<file path="src/hdl/psg_pkg.sv">
// shared types and constants for the permutation sequence generator
// no dependencies; imported by psg_ctrl, psg_dpath and the top level

package psg_pkg;

   // fixed field widths
   localparam int unsigned CNT_W   = 7;
   localparam int unsigned POS_W   = 6;
   localparam int unsigned VAL_W   = 7;
   localparam int unsigned DIGIT_W = 6;

   // defaults
   localparam int unsigned       DEFAULT_MAX_ITEMS = 16;
   localparam logic [CNT_W-1:0]  ITEM_COUNT_RESET  = 7'd4;

   // result status codes
   typedef enum logic [1:0] {
      ST_OK      = 2'd0,
      ST_NO_MORE = 2'd1,
      ST_INVALID = 2'd2
   } status_type;

   // commands from controller to datapath
   typedef struct packed {
      logic start;         // request taken, begin digit walk
      logic fresh;         // clear the counter instead of stepping it
      logic walk;          // process one digit and insert one item
      logic load_elem;     // move next permutation element to the output word
      logic load_invalid;  // load the invalid-argument word
   } psg_cmd_type;

   // status from datapath to controller
   typedef struct packed {
      logic n_bad;         // item count zero or above capacity
      logic walk_last;     // current digit is the top one
      logic emit_last;     // next element out is the final one
      logic out_free;      // output register can take a word this cycle
   } psg_stat_type;

endpackage

</file>
<file path="src/hdl/permutation_sequence_generator.sv">
// Factorial-counter permutation generator. Each request word either restarts the
// counter (first permutation n..1) or steps it, then returns the permutation of
// 1..n as n result words in position order, the last one flagged; a wrap of the
// top digit reports no_more. An accepted request runs the digit walk (one digit
// is read from the digit memory, carried and inserted into the list per cycle),
// then shifts the list out, one word per cycle while the consumer takes them; no
// request is taken until the last word is loaded. An item count of zero or above
// MAX_ITEMS gives one invalid_arg word. The user writes the item count through
// the csr port while idle, followed by a restart; the block does not enforce it.
//
// top level; depends on psg_pkg, psg_ctrl and psg_dpath

module permutation_sequence_generator import psg_pkg::*; #(
   parameter int unsigned MAX_ITEMS = DEFAULT_MAX_ITEMS
) (
   input  logic               clock,
   input  logic               reset,
   input  logic               csr_valid,
   output logic               csr_ready,
   input  logic [CNT_W-1:0]   csr_item_count,
   input  logic               req_valid,
   output logic               req_stall,
   input  logic               req_restart,
   output logic               rsp_valid,
   input  logic               rsp_stall,
   output logic [POS_W-1:0]   rsp_position,
   output logic [VAL_W-1:0]   rsp_value,
   output logic [1:0]         rsp_status,
   output logic               rsp_last
);

   psg_cmd_type  cmd;
   psg_stat_type stat;

   // register write always accepted
   assign csr_ready = 1'b1;

   psg_ctrl u_ctrl (
      .clock       (clock),
      .reset       (reset),
      .req_valid   (req_valid),
      .req_restart (req_restart),
      .req_stall   (req_stall),
      .stat        (stat),
      .cmd         (cmd)
   );

   psg_dpath #(
      .MAX_ITEMS (MAX_ITEMS)
   ) u_dpath (
      .clock          (clock),
      .reset          (reset),
      .csr_valid      (csr_valid && csr_ready),
      .csr_item_count (csr_item_count),
      .cmd            (cmd),
      .stat           (stat),
      .rsp_stall      (rsp_stall),
      .rsp_valid      (rsp_valid),
      .rsp_position   (rsp_position),
      .rsp_value      (rsp_value),
      .rsp_status     (rsp_status),
      .rsp_last       (rsp_last)
   );

   // a taken request blocks the next one
   a_req_blocks: assert property (@(posedge clock) disable iff (reset)
      req_valid && !req_stall |=> req_stall)
      else $error("request taken while previous one still in progress");

   // invalid word is a lone word at position zero
   a_invalid_word: assert property (@(posedge clock) disable iff (reset)
      rsp_valid && rsp_status == ST_INVALID |->
         rsp_last && rsp_position == '0 && rsp_value == '0)
      else $error("malformed invalid_arg word");

   // good words always carry an item number
   a_value_nonzero: assert property (@(posedge clock) disable iff (reset)
      rsp_valid && rsp_status != ST_INVALID |-> rsp_value != '0)
      else $error("permutation element with value zero");

   // elements of one request come out at consecutive positions
   a_pos_step: assert property (@(posedge clock) disable iff (reset)
      rsp_valid && !rsp_stall && !rsp_last |=>
         !rsp_valid || rsp_position == POS_W'($past(rsp_position) + POS_W'(1)))
      else $error("permutation position skipped or repeated");

endmodule

</file>
<file path="src/hdl/psg_ctrl.sv">
// sequencing state machine for the permutation sequence generator
// depends on psg_pkg; drives psg_dpath through command and status structs

module psg_ctrl import psg_pkg::*; (
   input  logic         clock,
   input  logic         reset,
   input  logic         req_valid,
   input  logic         req_restart,
   output logic         req_stall,
   input  psg_stat_type stat,
   output psg_cmd_type  cmd
);

   typedef enum logic [1:0] {
      S_IDLE,
      S_WALK,
      S_EMIT,
      S_BAD
   } state_type;

   state_type state_ff;
   logic      needs_init_ff;

   // only idle takes a new word
   assign req_stall = (state_ff != S_IDLE);

   // command decode
   always_comb begin
      cmd = '0;
      case (state_ff)
         S_IDLE: begin
            if (req_valid && !stat.n_bad) begin
               cmd.start = 1'b1;
               cmd.fresh = req_restart || needs_init_ff;
            end
         end
         S_WALK: begin
            cmd.walk = 1'b1;
         end
         S_EMIT: begin
            cmd.load_elem = stat.out_free;
         end
         S_BAD: begin
            cmd.load_invalid = stat.out_free;
         end
         default: begin
            cmd = '0;
         end
      endcase
   end

   // state and init flag
   always_ff @(posedge clock) begin
      if (reset) begin
         state_ff      <= S_IDLE;
         needs_init_ff <= 1'b1;
      end else begin
         case (state_ff)
            S_IDLE: begin
               if (req_valid) begin
                  if (stat.n_bad) begin
                     state_ff <= S_BAD;
                  end else begin
                     state_ff      <= S_WALK;
                     needs_init_ff <= 1'b0;
                  end
               end
            end
            S_WALK: begin
               if (stat.walk_last) begin
                  state_ff <= S_EMIT;
               end
            end
            S_EMIT: begin
               if (stat.out_free && stat.emit_last) begin
                  state_ff <= S_IDLE;
               end
            end
            S_BAD: begin
               if (stat.out_free) begin
                  state_ff <= S_IDLE;
               end
            end
            default: begin
               state_ff <= S_IDLE;
            end
         endcase
      end
   end

endmodule

</file>
<file path="src/hdl/psg_dpath.sv">
// datapath: digit memory, ripple carry, insertion list and output word
// depends on psg_pkg; commanded by psg_ctrl

module psg_dpath import psg_pkg::*; #(
   parameter int unsigned MAX_ITEMS = DEFAULT_MAX_ITEMS
) (
   input  logic               clock,
   input  logic               reset,
   input  logic               csr_valid,
   input  logic [CNT_W-1:0]   csr_item_count,
   input  psg_cmd_type        cmd,
   output psg_stat_type       stat,
   input  logic               rsp_stall,
   output logic               rsp_valid,
   output logic [POS_W-1:0]   rsp_position,
   output logic [VAL_W-1:0]   rsp_value,
   output logic [1:0]         rsp_status,
   output logic               rsp_last
);

   localparam int unsigned      IDX_W = $clog2(MAX_ITEMS);
   localparam logic [CNT_W-1:0] MAX_N = CNT_W'(MAX_ITEMS);
   localparam logic [IDX_W-1:0] TOP_IDX = IDX_W'(MAX_ITEMS - 1);

   logic [CNT_W-1:0]   item_count_ff;

   logic [DIGIT_W-1:0] digit_mem [MAX_ITEMS];
   logic [MAX_ITEMS-1:0] dvalid_ff;
   logic [DIGIT_W-1:0] rd_data_ff;
   logic               rd_valid_ff;
   logic [IDX_W-1:0]   rd_addr;

   logic [IDX_W-1:0]   k_ff;
   logic [IDX_W-1:0]   pos_ff;
   logic               carry_ff;
   logic               wrap_ff;

   logic [VAL_W-1:0]   slot_ff   [MAX_ITEMS];
   logic [VAL_W-1:0]   slot_in   [MAX_ITEMS];
   logic [VAL_W-1:0]   slot_prev [MAX_ITEMS];
   logic [VAL_W-1:0]   slot_after[MAX_ITEMS];

   logic               rsp_valid_ff;
   logic [POS_W-1:0]   rsp_position_ff;
   logic [VAL_W-1:0]   rsp_value_ff;
   status_type         rsp_status_ff;
   logic               rsp_last_ff;

   logic [DIGIT_W-1:0] digit_cur;
   logic [DIGIT_W-1:0] digit_sum;
   logic [DIGIT_W-1:0] digit_new;
   logic [CNT_W-1:0]   radix;
   logic               trip;
   logic               top;
   logic               load;

   // configuration register
   always_ff @(posedge clock) begin
      if (reset) begin
         item_count_ff <= ITEM_COUNT_RESET;
      end else if (csr_valid) begin
         item_count_ff <= csr_item_count;
      end
   end

   // one counter digit per walk cycle: add carry, wrap at its radix
   always_comb begin
      digit_cur = rd_valid_ff ? rd_data_ff : '0;
      digit_sum = digit_cur + DIGIT_W'(carry_ff);
      radix     = CNT_W'(k_ff) + CNT_W'(1);
      trip      = (CNT_W'(digit_sum) >= radix);
      top       = (radix == item_count_ff);
      digit_new = trip ? '0 : digit_sum;
   end

   // read the next digit ahead of its use
   assign rd_addr = (cmd.start || k_ff == TOP_IDX) ? '0 : k_ff + IDX_W'(1);

   // digit memory with registered read
   always_ff @(posedge clock) begin
      if (cmd.walk) begin
         digit_mem[k_ff] <= digit_new;
      end
      rd_data_ff <= digit_mem[rd_addr];
   end

   // digit valid bits, cleared on restart
   always_ff @(posedge clock) begin
      if (reset) begin
         dvalid_ff   <= '0;
         rd_valid_ff <= 1'b0;
      end else begin
         rd_valid_ff <= dvalid_ff[rd_addr] && !(cmd.start && cmd.fresh);
         if (cmd.start && cmd.fresh) begin
            dvalid_ff <= '0;
         end else if (cmd.walk) begin
            dvalid_ff[k_ff] <= 1'b1;
         end
      end
   end

   // walk and emit counters, carry and wrap flag
   always_ff @(posedge clock) begin
      if (reset) begin
         k_ff     <= '0;
         pos_ff   <= '0;
         carry_ff <= 1'b0;
         wrap_ff  <= 1'b0;
      end else begin
         if (cmd.start) begin
            k_ff     <= '0;
            pos_ff   <= '0;
            carry_ff <= !cmd.fresh;
            wrap_ff  <= 1'b0;
         end else begin
            if (cmd.walk) begin
               k_ff     <= k_ff + IDX_W'(1);
               carry_ff <= trip && !top;
               wrap_ff  <= wrap_ff || (trip && top);
            end
            if (cmd.load_elem) begin
               pos_ff <= pos_ff + IDX_W'(1);
            end
         end
      end
   end

   // neighbor taps of the insertion list
   for (genvar g = 0; g < MAX_ITEMS; g++) begin : g_tap
      if (g == 0) begin : g_first
         assign slot_prev[g] = slot_ff[g];
      end else begin : g_rest
         assign slot_prev[g] = slot_ff[g-1];
      end
      if (g == MAX_ITEMS - 1) begin : g_end
         assign slot_after[g] = slot_ff[g];
      end else begin : g_mid
         assign slot_after[g] = slot_ff[g+1];
      end
   end

   // insert item k+1 at rank digit_new, or shift out toward slot 0
   always_comb begin
      for (int i = 0; i < MAX_ITEMS; i++) begin
         slot_in[i] = slot_ff[i];
         if (cmd.walk) begin
            if (CNT_W'(i) == CNT_W'(digit_new)) begin
               slot_in[i] = VAL_W'(radix);
            end else if (CNT_W'(i) > CNT_W'(digit_new)) begin
               slot_in[i] = slot_prev[i];
            end
         end else if (cmd.load_elem) begin
            slot_in[i] = slot_after[i];
         end
      end
   end

   always_ff @(posedge clock) begin
      for (int i = 0; i < MAX_ITEMS; i++) begin
         slot_ff[i] <= slot_in[i];
      end
   end

   // output word register
   assign load = cmd.load_elem || cmd.load_invalid;

   always_ff @(posedge clock) begin
      if (reset) begin
         rsp_valid_ff <= 1'b0;
      end else if (load) begin
         rsp_valid_ff <= 1'b1;
      end else if (!rsp_stall) begin
         rsp_valid_ff <= 1'b0;
      end
   end

   always_ff @(posedge clock) begin
      if (cmd.load_invalid) begin
         rsp_position_ff <= '0;
         rsp_value_ff    <= '0;
         rsp_status_ff   <= ST_INVALID;
         rsp_last_ff     <= 1'b1;
      end else if (cmd.load_elem) begin
         rsp_position_ff <= POS_W'(pos_ff);
         rsp_value_ff    <= slot_ff[0];
         rsp_status_ff   <= wrap_ff ? ST_NO_MORE : ST_OK;
         rsp_last_ff     <= stat.emit_last;
      end
   end

   assign rsp_valid    = rsp_valid_ff;
   assign rsp_position = rsp_position_ff;
   assign rsp_value    = rsp_value_ff;
   assign rsp_status   = rsp_status_ff;
   assign rsp_last     = rsp_last_ff;

   // status to controller
   always_comb begin
      stat.n_bad     = (item_count_ff == '0) || (item_count_ff > MAX_N);
      stat.walk_last = top;
      stat.emit_last = ((CNT_W'(pos_ff) + CNT_W'(1)) == item_count_ff);
      stat.out_free  = !rsp_valid_ff || !rsp_stall;
   end

endmodule

</file>
<file path="config.mk">
export PLATFORM = sky130hd
export DESIGN_NAME = permutation_sequence_generator
export DESIGN_NICKNAME = d
export VERILOG_FILES = /design/src/hdl/psg_pkg.sv /design/src/hdl/permutation_sequence_generator.sv /design/src/hdl/psg_ctrl.sv /design/src/hdl/psg_dpath.sv
export SDC_FILE = /design/constraint.sdc
export NUM_CORES = 1
export LEC_CHECK = 0
export BUFFER_PORTS_ARGS = -buffer_cell sky130_fd_sc_hd__buf_2
export CAP_MARGIN = 20
export CORE_MARGIN = 8
export CORE_UTILIZATION = 55
export DETAILED_ROUTE_END_ITERATION = 16
export HOLD_SLACK_MARGIN = 0.1
export MAX_ROUTING_LAYER = met4
export PLACE_DENSITY = 0.72
export RECOVER_POWER = 50
export SLEW_MARGIN = 20
export SYNTH_ARGS = -nofsm -noshare
export SYNTH_HDL_FRONTEND = slang
export SYNTH_SLANG_ARGS = --single-unit
</file>
<file path="constraint.sdc">
create_clock -name clock -period 6.2 [get_ports clock]
set_clock_uncertainty 0.15 [all_clocks]
set_input_delay 0.31 -clock clock [delete_from_list [all_inputs] [get_ports clock]]
set_output_delay 0.31 -clock clock [all_outputs]
set_load 0.01 [all_outputs]
</file>
== Word-level counts from Yosys, hierarchy flattened ==
Memory sizes are Yosys's and may differ from the RTL's. A register that Yosys moved wholly into a read port is not among the register bits.
Cells that the tools add are included.
Cells by class
  add/sub/neg operators: 5
  $lt $le $gt $ge: 20
  equality and inequality tests: 26
  multiplexer cells: 87
  bitwise operators: 2
  reduce and logical (&&, ||, !) cells: 28
Operators by type and width (number)
  $mux W7: 62
  $eq A4 B6 Y1 const A: 8
  $gt A4 B6 Y1 const A: 8
  $eq A3 B6 Y1 const A: 4
  $gt A3 B6 Y1 const A: 4
  $or A16 B16 Y16: 1
  $eq A7 B7 Y1: 2
  $mux W2: 7
  $eq A2 B6 Y1 const A: 2
  $gt A2 B6 Y1 const A: 2
  $mux W1: 12
  $mux W6: 2
  $add A4 B1 Y5 const B: 2
  $lt A4 B5 Y1 const B: 2
  $add A4 B1 Y4 const B: 2
  $ne A2 B1 Y1 const B: 4
  $pmux W2 S4: 1
  $ge A6 B7 Y1: 1
  $gt A7 B5 Y1 const B: 1
  $logic_and A1 B1 Y1: 7
  $logic_not A7 Y1: 1
  $add A6 B1 Y6: 1
  $eq A1 B6 Y1 const A: 1
  $gt A1 B6 Y1 const A: 1
  other kinds (17): 30
Storage, ports and cells
  flip-flop bits (word level): 52
  bits in writable memories: 208
  bits of input ports: 13
  output and inout bits: 19
  word-level logic and storage cells: 184
  memories: 2
Memories
  u_dpath.slot_ff: depth 16, bits a word 7, rd ports 16, clocked after memory_dff 0, wr ports 16, line psg_dpath.sv:38  | logic [VAL_W-1:0] slot_ff [MAX_ITEMS];
  u_dpath.digit_mem: depth 16, bits a word 6, rd ports 1, clocked after memory_dff 1, wr ports 1, line psg_dpath.sv:27  | logic [DIGIT_W-1:0] digit_mem [MAX_ITEMS];

== Logic depth before layout (Yosys ltp) ==
Gate-level depths: netlist of run 1.
  depth after elaboration: 11
  mapped depth: 16

== Cells and area by module ==
Synthesis of run 1 repeated with hierarchy kept, for this count alone.
Unflattened totals
  cells, all modules: 1138
  area, all modules: 12538.3 µm²
Modules (own cells, without submodules)
  psg_dpath: times used 1, cells an instance 1114, area an instance 12323.1 µm², seq. area each 7347.0 µm²
  psg_ctrl: times used 1, cells an instance 22, area an instance 203.9 µm², seq. area each 60.1 µm²
  permutation_sequence_generator: times used 1, cells an instance 2, area an instance 11.3 µm², seq. area each 0.0 µm²

== Least setup slack after synthesis of run 1 ==
OpenSTA, ideal clock, no wires.
  path kind: reg-to-reg
  start point: register u_dpath.k_ff[0] (netlist name)
  end point: memory u_dpath.slot_ff[15][0] (netlist: u_dpath.slot_ff[1][49]), enable pin
  arrival: 4.161 ns
  required time: 5.746 ns
  path slack: 1.585 ns
  cell stages (with the launch flop): 17
  buffers on the path: 7
  period minus slack after synthesis: 4.615 ns
  cells stage by stage: dfxtp_1 -> buf_2 -> inv_1 -> clkbuf_1 -> clkbuf_1 -> buf_1 -> ha_1 -> clkbuf_1 -> inv_1 -> ha_1 -> a21o_1 -> a211oi_2 -> o21ai_1 -> buf_2 -> clkbuf_1 -> nor2_1 -> nor2_1
RTL lines (line)
  end: declaration: psg_dpath.sv:38

==> metrics.csv, run 1 <==
stage,metric,value,unit
place,Placer Congestion,0.922,
logic_synthesis,"Async S/R FF share, synth",0,%
logic_synthesis,top-area cell type share of the netlist area,48.7,%
power_and_ir_drop,Leakage,4.99,nW
clock_tree,worst-case clock buffer depth,3,
detailed_routing,drt wl/cell,21.1,microns
logic_synthesis,Post-synth top flop,edfxtp_1,
floorplanning,chip height,169,microns
setup_path,Worst Path Required,6.23,ns
finish,diodes inserted,0,
logic_synthesis,yosys warns,0,
finish,Final nets,1282,
detailed_routing,routed vias,9940,
clock_tree,clk slew on worst S/H paths,0.06,ns
worst_hold_path,worst min path class,reg2reg,
finish,Area Overhead vs Synth,11.5,%
sta,RSZ-0062 raised after global routing,false,
setup_path,Worst setup EP type,flop,
global_routing,vias in the first global route,9600,
clock_tree,CTS tree,built,
global_routing,first-pass GRT wire length,53100,microns
place,Port-buffer cells,28,
detailed_routing,Antenna Nets Post-Route,0,
global_routing,GR Util All Layers,24.0,%
detailed_routing,DRT iter0 DRCs,1139,
clock_tree,worst skew pair latency,0.55,ns
place,HPWL Detailed,22400,microns
logic_synthesis,"Seq/Total Area, Yosys",57.8,%
sta,Final Hold Slack,0.299,ns
setup_path,R2R Setup Slk,1.02,ns
detailed_routing,Vias per Instance,6.22,
floorplanning,row cnt,56,
place,Post-Place Cells,1520,
detailed_routing,DRT Pass-1 Iters,7,
logic_synthesis,most common cell in the netlist,edfxtp_1,
logic_synthesis,Mapped Area,12800,sq um
sta,post-layout min period,5.18,ns
sta,Final Hold Fails,0,
finish,Finished Core Util,61.6,%
logic_synthesis,Post-synth EDFFs,208,
global_routing,pin count of the biggest net entering global routing,60,
finish,layout cell share with drive strength beyond 1,8.13,%
setup_path,Crit Path Class,reg2reg,
clock_tree,# H-tree levels,1,
sta,final setup violation count,0,
logic_synthesis,register bit total from synthesis,266,
finish,"non-filler cells, final",1598,
clock_tree,Post-CTS Setup Inserts,0,
logic_synthesis,Netlist cell types,79,
sta,achievable frequency,193,MHz
floorplanning,initial cell density of the core,55.3,%
logic_synthesis,Synth area leaders,"edfxtp_1 49%, dfxtp_1 9.1%, nand2_1 4.3%, nor2_1 4.1%, o21ai_0 3.9%",
logic_synthesis,"area leader, netlist",edfxtp_1,
power_and_ir_drop,Final Power,5.16,mW
sta,Max-slew headroom,-92.6,%
sta,worst slew pin tran,2.88,ns
clock_tree,CTS root buf,clkbuf_16,
flow_run,max_cap viols,3,
setup_path,Worst Path Arrival,5.21,ns
logic_synthesis,Post-synth top cells,"208 x edfxtp_1, 148 x nand2_1, 141 x nor2_1",
floorplanning,area of the die,28400,sq um
floorplanning,die width,169,microns
setup_path,crit-path max FO,23,
power_and_ir_drop,pwr/cell area,361,nW/um^2
logic_synthesis,syn avg cell area,10.5,sq um
floorplanning,core area,23200,sq um
clock_tree,CTS Sinks,266,
detailed_routing,Total Wirelength,33600,microns
floorplanning,IO Pins,32,
detailed_routing,# DRC,0,
power_and_ir_drop,VDD IR-drop max,0.295,mV
outcome,failing checks,"max-capacitance violations, max-slew violations",
global_routing,antenna violations before repair,0,
setup_path,Critical Path Start Type,flop,
sta,setup TNS,0,ns
clock_tree,clock buffer count from CTS,28,
global_routing,Congestion Overflow GR,0,
sta,post-route clock period utilization,83.6,%
logic_synthesis,Mapped Cells,1224,
outcome,outcome,"complete, but fails checks",
sta,max-slew violation count,113,
## per-stage QoR
| stage | cell area, sq um | setup WS, ns |
|---|---|---|
| finish | 14300 | 1.02 |
| global route | 14300 | 0.665 |
| CTS | 14400 | 1.41 |
| detailed placement | 13200 | 1.43 |
| global placement | 13200 | 1.68 |
| floorplan | 12900 | 1.58 |
## cell type report
type                            instances  area (sq um)
Tap cell                              319           399
Sequential cell                       266          7410
Inverter                               15          56.3
Clock buffer                           42           827
Clock inverter                         10          73.8
Multi-Input combinational cell        872          5040
Fill cell                            1894          8900
Timing Repair Buffer                   74           485
## worst max-delay path, cell delays in order, from the launching register on
cell	delay, ns
dfxtp_1	0.46
and2_0	0.17
ha_1	0.19
ha_1	0.19
xor2_1	0.17
buf_4	0.29
inv_1	0.35
ha_1	0.43
a211o_1	0.42
a21oi_2	0.19
clkbuf_1	0.81
nand3_1	0.29
o311ai_2	0.68
## cells in the final DEF (no fill, tap or decap), types with 15 or more instances in the layout
cell	n
or3_1	15
clkbuf_16	30
dfxtp_1	58
nand2_1	149
o21ai_1	17
o211ai_1	21
nor3_1	31
dlygate4sd3_1	24
mux2i_1	24
edfxtp_1	208
a31oi_1	42
nor2_1	141
a211oi_1	18
conb_1	19
a21oi_1	64
o31ai_1	16
nand3_1	42
o21ai_0	102
o22ai_1	15
clkbuf_1	34
## what timing repair did
action	4_1_cts	5_1_grt
setup endpoints to repair	0	0
hold buffers	24	0
hold endpoints to repair	14	0
gates resized for setup	0	0
## flip-flops by register name (all words and copies together) (netlist names), 4 cells and up
register               count
u_dpath.digit_mem         96
u_dpath.dvalid_ff         16
u_dpath.k_ff               4
u_dpath.item_count_ff      7
u_dpath.rd_data_ff         6
u_dpath.rsp_value          7
u_dpath.pos_ff             4
u_dpath.rsp_position       4
u_dpath.slot_ff          112
## kinds of logic after synthesis
kind of cell    share of synthesized area, %
xor+xnor                                1.64
buf+inv                                 3.54
fa+ha+maj                               1.17
compound gates                          18.4
mux                                     2.48
flops                                   57.8
other cells                           0.0586
simple gates                            14.9
## power breakdown
part / switching [mW] / total [mW] / internal (mW) / leakage, nW
clock network: 0.695 / 1.62 / 0.927 / 0.448
registers: 0.147 / 2.39 / 2.25 / 2.41
logic: 0.801 / 1.14 / 0.341 / 2.13
total: 1.64 / 5.16 / 3.51 / 4.99
## final timing paths
check | cells past startpoint | startpoint | endpoint
setup / recovery | 12 | u_dpath.rd_valid_ff | u_dpath.slot_ff[1][4]
setup reg to reg | 12 | u_dpath.rd_valid_ff | u_dpath.slot_ff[1][4]
hold reg to reg | 2 | u_dpath.rsp_last | u_dpath.rsp_last
hold / removal | 2 | u_dpath.rsp_last | u_dpath.rsp_last
## layer usage
| metal | vias up | share of wire [%] | track usage [%] |
|---|---|---|---|
| li1 | 4616 | - | - |
| met4 | 0 | 2.9 | 8.07 |
| met3 | 91 | 6.7 | 2.75 |
| met5 | - | 0 | - |
| met2 | 454 | 49 | 39.0 |
| met1 | 4779 | 42 | 31.2 |
(Power assumes the default switching activity.)
==> run 2: changes to the inputs <==
--- a/config.mk
+++ b/config.mk
@@ -12,7 +12,7 @@
 export DETAILED_ROUTE_END_ITERATION = 16
 export HOLD_SLACK_MARGIN = 0.1
 export MAX_ROUTING_LAYER = met4
-export PLACE_DENSITY = 0.72
+export PLACE_DENSITY = 0.74
 export RECOVER_POWER = 50
 export SLEW_MARGIN = 20
 export SYNTH_ARGS = -nofsm -noshare
==> constraint.sdc (replaced) <==
create_clock -name clock -period 4.25 [get_ports clock]
set_clock_uncertainty 0.15 [all_clocks]
set_input_delay 0.2125 -clock clock [delete_from_list [all_inputs] [get_ports clock]]
set_output_delay 0.2125 -clock clock [all_outputs]
set_load 0.01 [all_outputs]
==> run 2 against run 1 <==
Compared with the run above: the flow still finishes with violations (max-capacitance violations, max-slew violations); count of clock-buffer cells in the layout decreased by 6; flip-flop and latch count stayed put; utilization is 0.82 points higher; combinational power up 54%; die area unchanged; sequential power grew 46%; critical path type unchanged; worst hold slack improved by 0.0012 ns.
==> metrics.csv, run 2 (synthesized netlist as in run 1, its figures left out) <==
stage,metric,value,unit,change
setup_path,crit-path max FO,28,,was 23
sta,post-layout min period,4.03,ns,was 5.18 ns
clock_tree,worst-case clock buffer depth,3,,unchanged
place,Port-buffer cells,28,,unchanged
sta,Max-slew headroom,-11.2,%,was -92.6%
global_routing,vias in the first global route,9667,,"was 9,600"
sta,max-slew violation count,70,,was 113
floorplanning,core area,23200,sq um,unchanged
finish,multi-input logic area,5050,sq um,was 5040 sq um
global_routing,first-pass GRT wire length,53500,microns,"was 53,100 microns"
clock_tree,worst skew pair latency,0.54,ns,was 0.55 ns
power_and_ir_drop,combinational power share,22.8,%,was 22.1%
place,placed cell area,13400,sq um,"was 13,200 sq um"
global_routing,pin count of the biggest net entering global routing,135,,was 60
finish,# fillers,1820,,"was 1,894"
clock_tree,CTS tree,built,,unchanged
finish,max reg flops,112,,unchanged
detailed_routing,Vias per Instance,6.27,,was 6.22
setup_path,Worst Path Required,4.49,ns,was 6.23 ns
floorplanning,IO Pins,32,,unchanged
sta,final setup violation count,0,,unchanged
floorplanning,die width,169,microns,unchanged
detailed_routing,DRT iter0 DRCs,1602,,"was 1,139"
setup_path,R2R Setup Slk,0.22,ns,was 1.02 ns
clock_tree,CTS Sinks,266,,unchanged
outcome,failing checks,"max-capacitance violations, max-slew violations",,unchanged
detailed_routing,drt wl/cell,20.9,microns,was 21.1 microns
sta,post-route clock period utilization,94.8,%,was 83.6%
finish,Final nets,1298,,"was 1,282"
detailed_routing,Antenna Nets Post-Route,0,,unchanged
finish,diodes inserted,0,,unchanged
sta,achievable frequency,248,MHz,was 193 MHz
power_and_ir_drop,switching share of total power,31.1,%,was 31.9%
finish,Top reg by flops,u_dpath.slot_ff,,unchanged
sta,RSZ-0062 raised after global routing,false,,unchanged
finish,fin area,14500,sq um,"was 14,300 sq um"
global_routing,antenna violations before repair,0,,unchanged
setup_path,crit path cell chain,"ha_1, buf_4, and3_1, clkbuf_1, nor2_1, nand3_1, a21oi_1, or4_1",,"was and2_0, ha_1, ha_1, xor2_1, buf_4, inv_1, ha_1, a211o_1, a21oi_2, clkbuf_1, nand3_1, o311ai_2"
power_and_ir_drop,Leakage,5.11,nW,was 4.99 nW
detailed_routing,Total Wirelength,33700,microns,"was 33,600 microns"
detailed_routing,# DRC,0,,unchanged
setup_path,Crit Path Class,reg2reg,,unchanged
floorplanning,row cnt,56,,unchanged
setup_path,Worst Path Buf+Inv,2,,was 3
clock_tree,# H-tree levels,1,,unchanged
global_routing,GR Util All Layers,24.2,%,was 24.0%
clock_tree,clock buffer count from CTS,27,,was 28
floorplanning,initial cell density of the core,55.3,%,unchanged
place,Placer Congestion,0.930,,was 0.922
setup_path,critical path's top delay family,simple AND/OR/NAND/NOR gates,,was buffers and inverters
setup_path,CP max-delay cell,clkbuf_1,,unchanged
sta,worst slew pin tran,1.67,ns,was 2.88 ns
finish,most frequent cells in the layout,"208 x edfxtp_1, 149 x nand2_1, 140 x nor2_1, 94 x o21ai_0, 64 x a21oi_1",,"was 208 x edfxtp_1, 149 x nand2_1, 141 x nor2_1, 102 x o21ai_0, 64 x a21oi_1"
setup_path,Critical Path Start Type,flop,,unchanged
sta,setup TNS,0,ns,unchanged
setup_path,Worst setup EP type,flop,,unchanged
flow_run,max_cap viols,2,,was 3
detailed_routing,DRT Pass-1 Iters,9,,was 7
detailed_routing,routed vias,10100,,"was 9,940"
outcome,outcome,"complete, but fails checks",,unchanged
power_and_ir_drop,clock share of power,32.0,%,was 31.5%
global_routing,Congestion Overflow GR,0,,unchanged
finish,Storage cell area,7410,sq um,unchanged
power_and_ir_drop,part of the power in registers,45.2,%,was 46.4%
clock_tree,CTS root buf,clkbuf_16,,unchanged
power_and_ir_drop,pwr/cell area,531,nW/um^2,was 361 nW/um^2
finish,"most common cell after layout, fill and taps aside",edfxtp_1,,unchanged
power_and_ir_drop,Switching Power,2.40,mW,was 1.64 mW
clock_tree,clk slew on worst S/H paths,0.06,ns,about the same
finish,layout cell share with drive strength beyond 1,9.81,%,was 8.13%
setup_path,max incr delay on CP,1.21,ns,was 0.81 ns
floorplanning,area of the die,28400,sq um,unchanged
setup_path,Worst Path Arrival,4.27,ns,was 5.21 ns
floorplanning,chip height,169,microns,unchanged
worst_hold_path,worst min path class,reg2reg,,unchanged
finish,top flop regs,"u_dpath.slot_ff x112, u_dpath.digit_mem x96, u_dpath.dvalid_ff x16",,unchanged
power_and_ir_drop,Pint,5.30,mW,was 3.51 mW
finish,Area Overhead vs Synth,13.0,%,was 11.5%
place,HPWL Detailed,22100,microns,"was 22,400 microns"
sta,Final Hold Fails,0,,unchanged
power_and_ir_drop,VDD IR-drop max,0.456,mV,was 0.295 mV
## run 2: changes by cell type in the layout (fill, tap and decap cells not counted), moves of 2 or more
| cell | delta |
|---|---|
| o21ai_1 | +4 |
| buf_4 | +18 |
| o21ai_0 | -8 |
| clkbuf_16 | -3 |
| clkinv_4 | -3 |
| clkbuf_1 | -9 |
| o21ai_2 | +4 |
| clkinv_1 | +6 |
| bufinv_16 | +4 |
| clkinv_2 | -2 |
## run 2: power by group through the flow
stage | logic [mW] | clock network, mW | registers [mW]
after detailed placement | 1.68 | 0 | 3.53
after global placement | 1.64 | 0 | 3.52
after CTS | 1.71 | 2.46 | 3.48
final | 1.75 | 2.46 | 3.48
after floorplan | 1.20 | 0 | 3.46
after global routing | 1.92 | 2.57 | 3.51
## run 2: cell type report
type	count	area share, %
Sequential cell	266	51.2
Clock inverter	14	1.15
Multi-Input combinational cell	872	34.9
Tap cell	319	2.76
Clock buffer	36	5.18
Timing Repair Buffer	91	4.46
Inverter	15	0.389
## run 2: layer usage
metal	track usage, %	part of all wire (%)	vias to the layer above
li1	-	-	4652
met1	31.4	41	4878
met3	3.66	8.1	82
met4	8.11	2.9	0
met5	-	0	-
met2	38.7	48	508
## run 2: what timing repair did
action	CTS	global route
setup endpoints to repair	0	49
buffers inserted	0	2
hold endpoints to repair	14	0
gates resized for setup	0	5
hold buffers	25	0
## run 2: worst paths after layout
path               startpoint               endpoint  depth (start not counted)
max reg2reg   u_dpath.k_ff[1]  u_dpath.rd_data_ff[4]                          8
min reg2reg  u_dpath.rsp_last       u_dpath.rsp_last                          2
min          u_dpath.rsp_last       u_dpath.rsp_last                          2
max           u_dpath.k_ff[1]  u_dpath.rd_data_ff[4]                          8
## run 2: metrics by stage
stage	util, %	std cells	power (mW)	hold slack, ns	worst slack [ns]
after detailed placement	57.6	1535	5.21	0.281	0.266
after global placement	57.6	1535	5.15	0.270	0.448
final	62.4	1613	7.69	0.300	0.221
after floorplan	-	1241	4.66	0.161	0.0283
after CTS	62.6	1610	7.65	0.300	0.262
after global routing	62.4	1613	8.00	0.316	0.0728
## run 2: tightest hold or removal path: stages, from the launching register on
cell and delay (ns):
dfxtp_1 0.31, inv_1 0.05, a2bb2oi_1 0.05
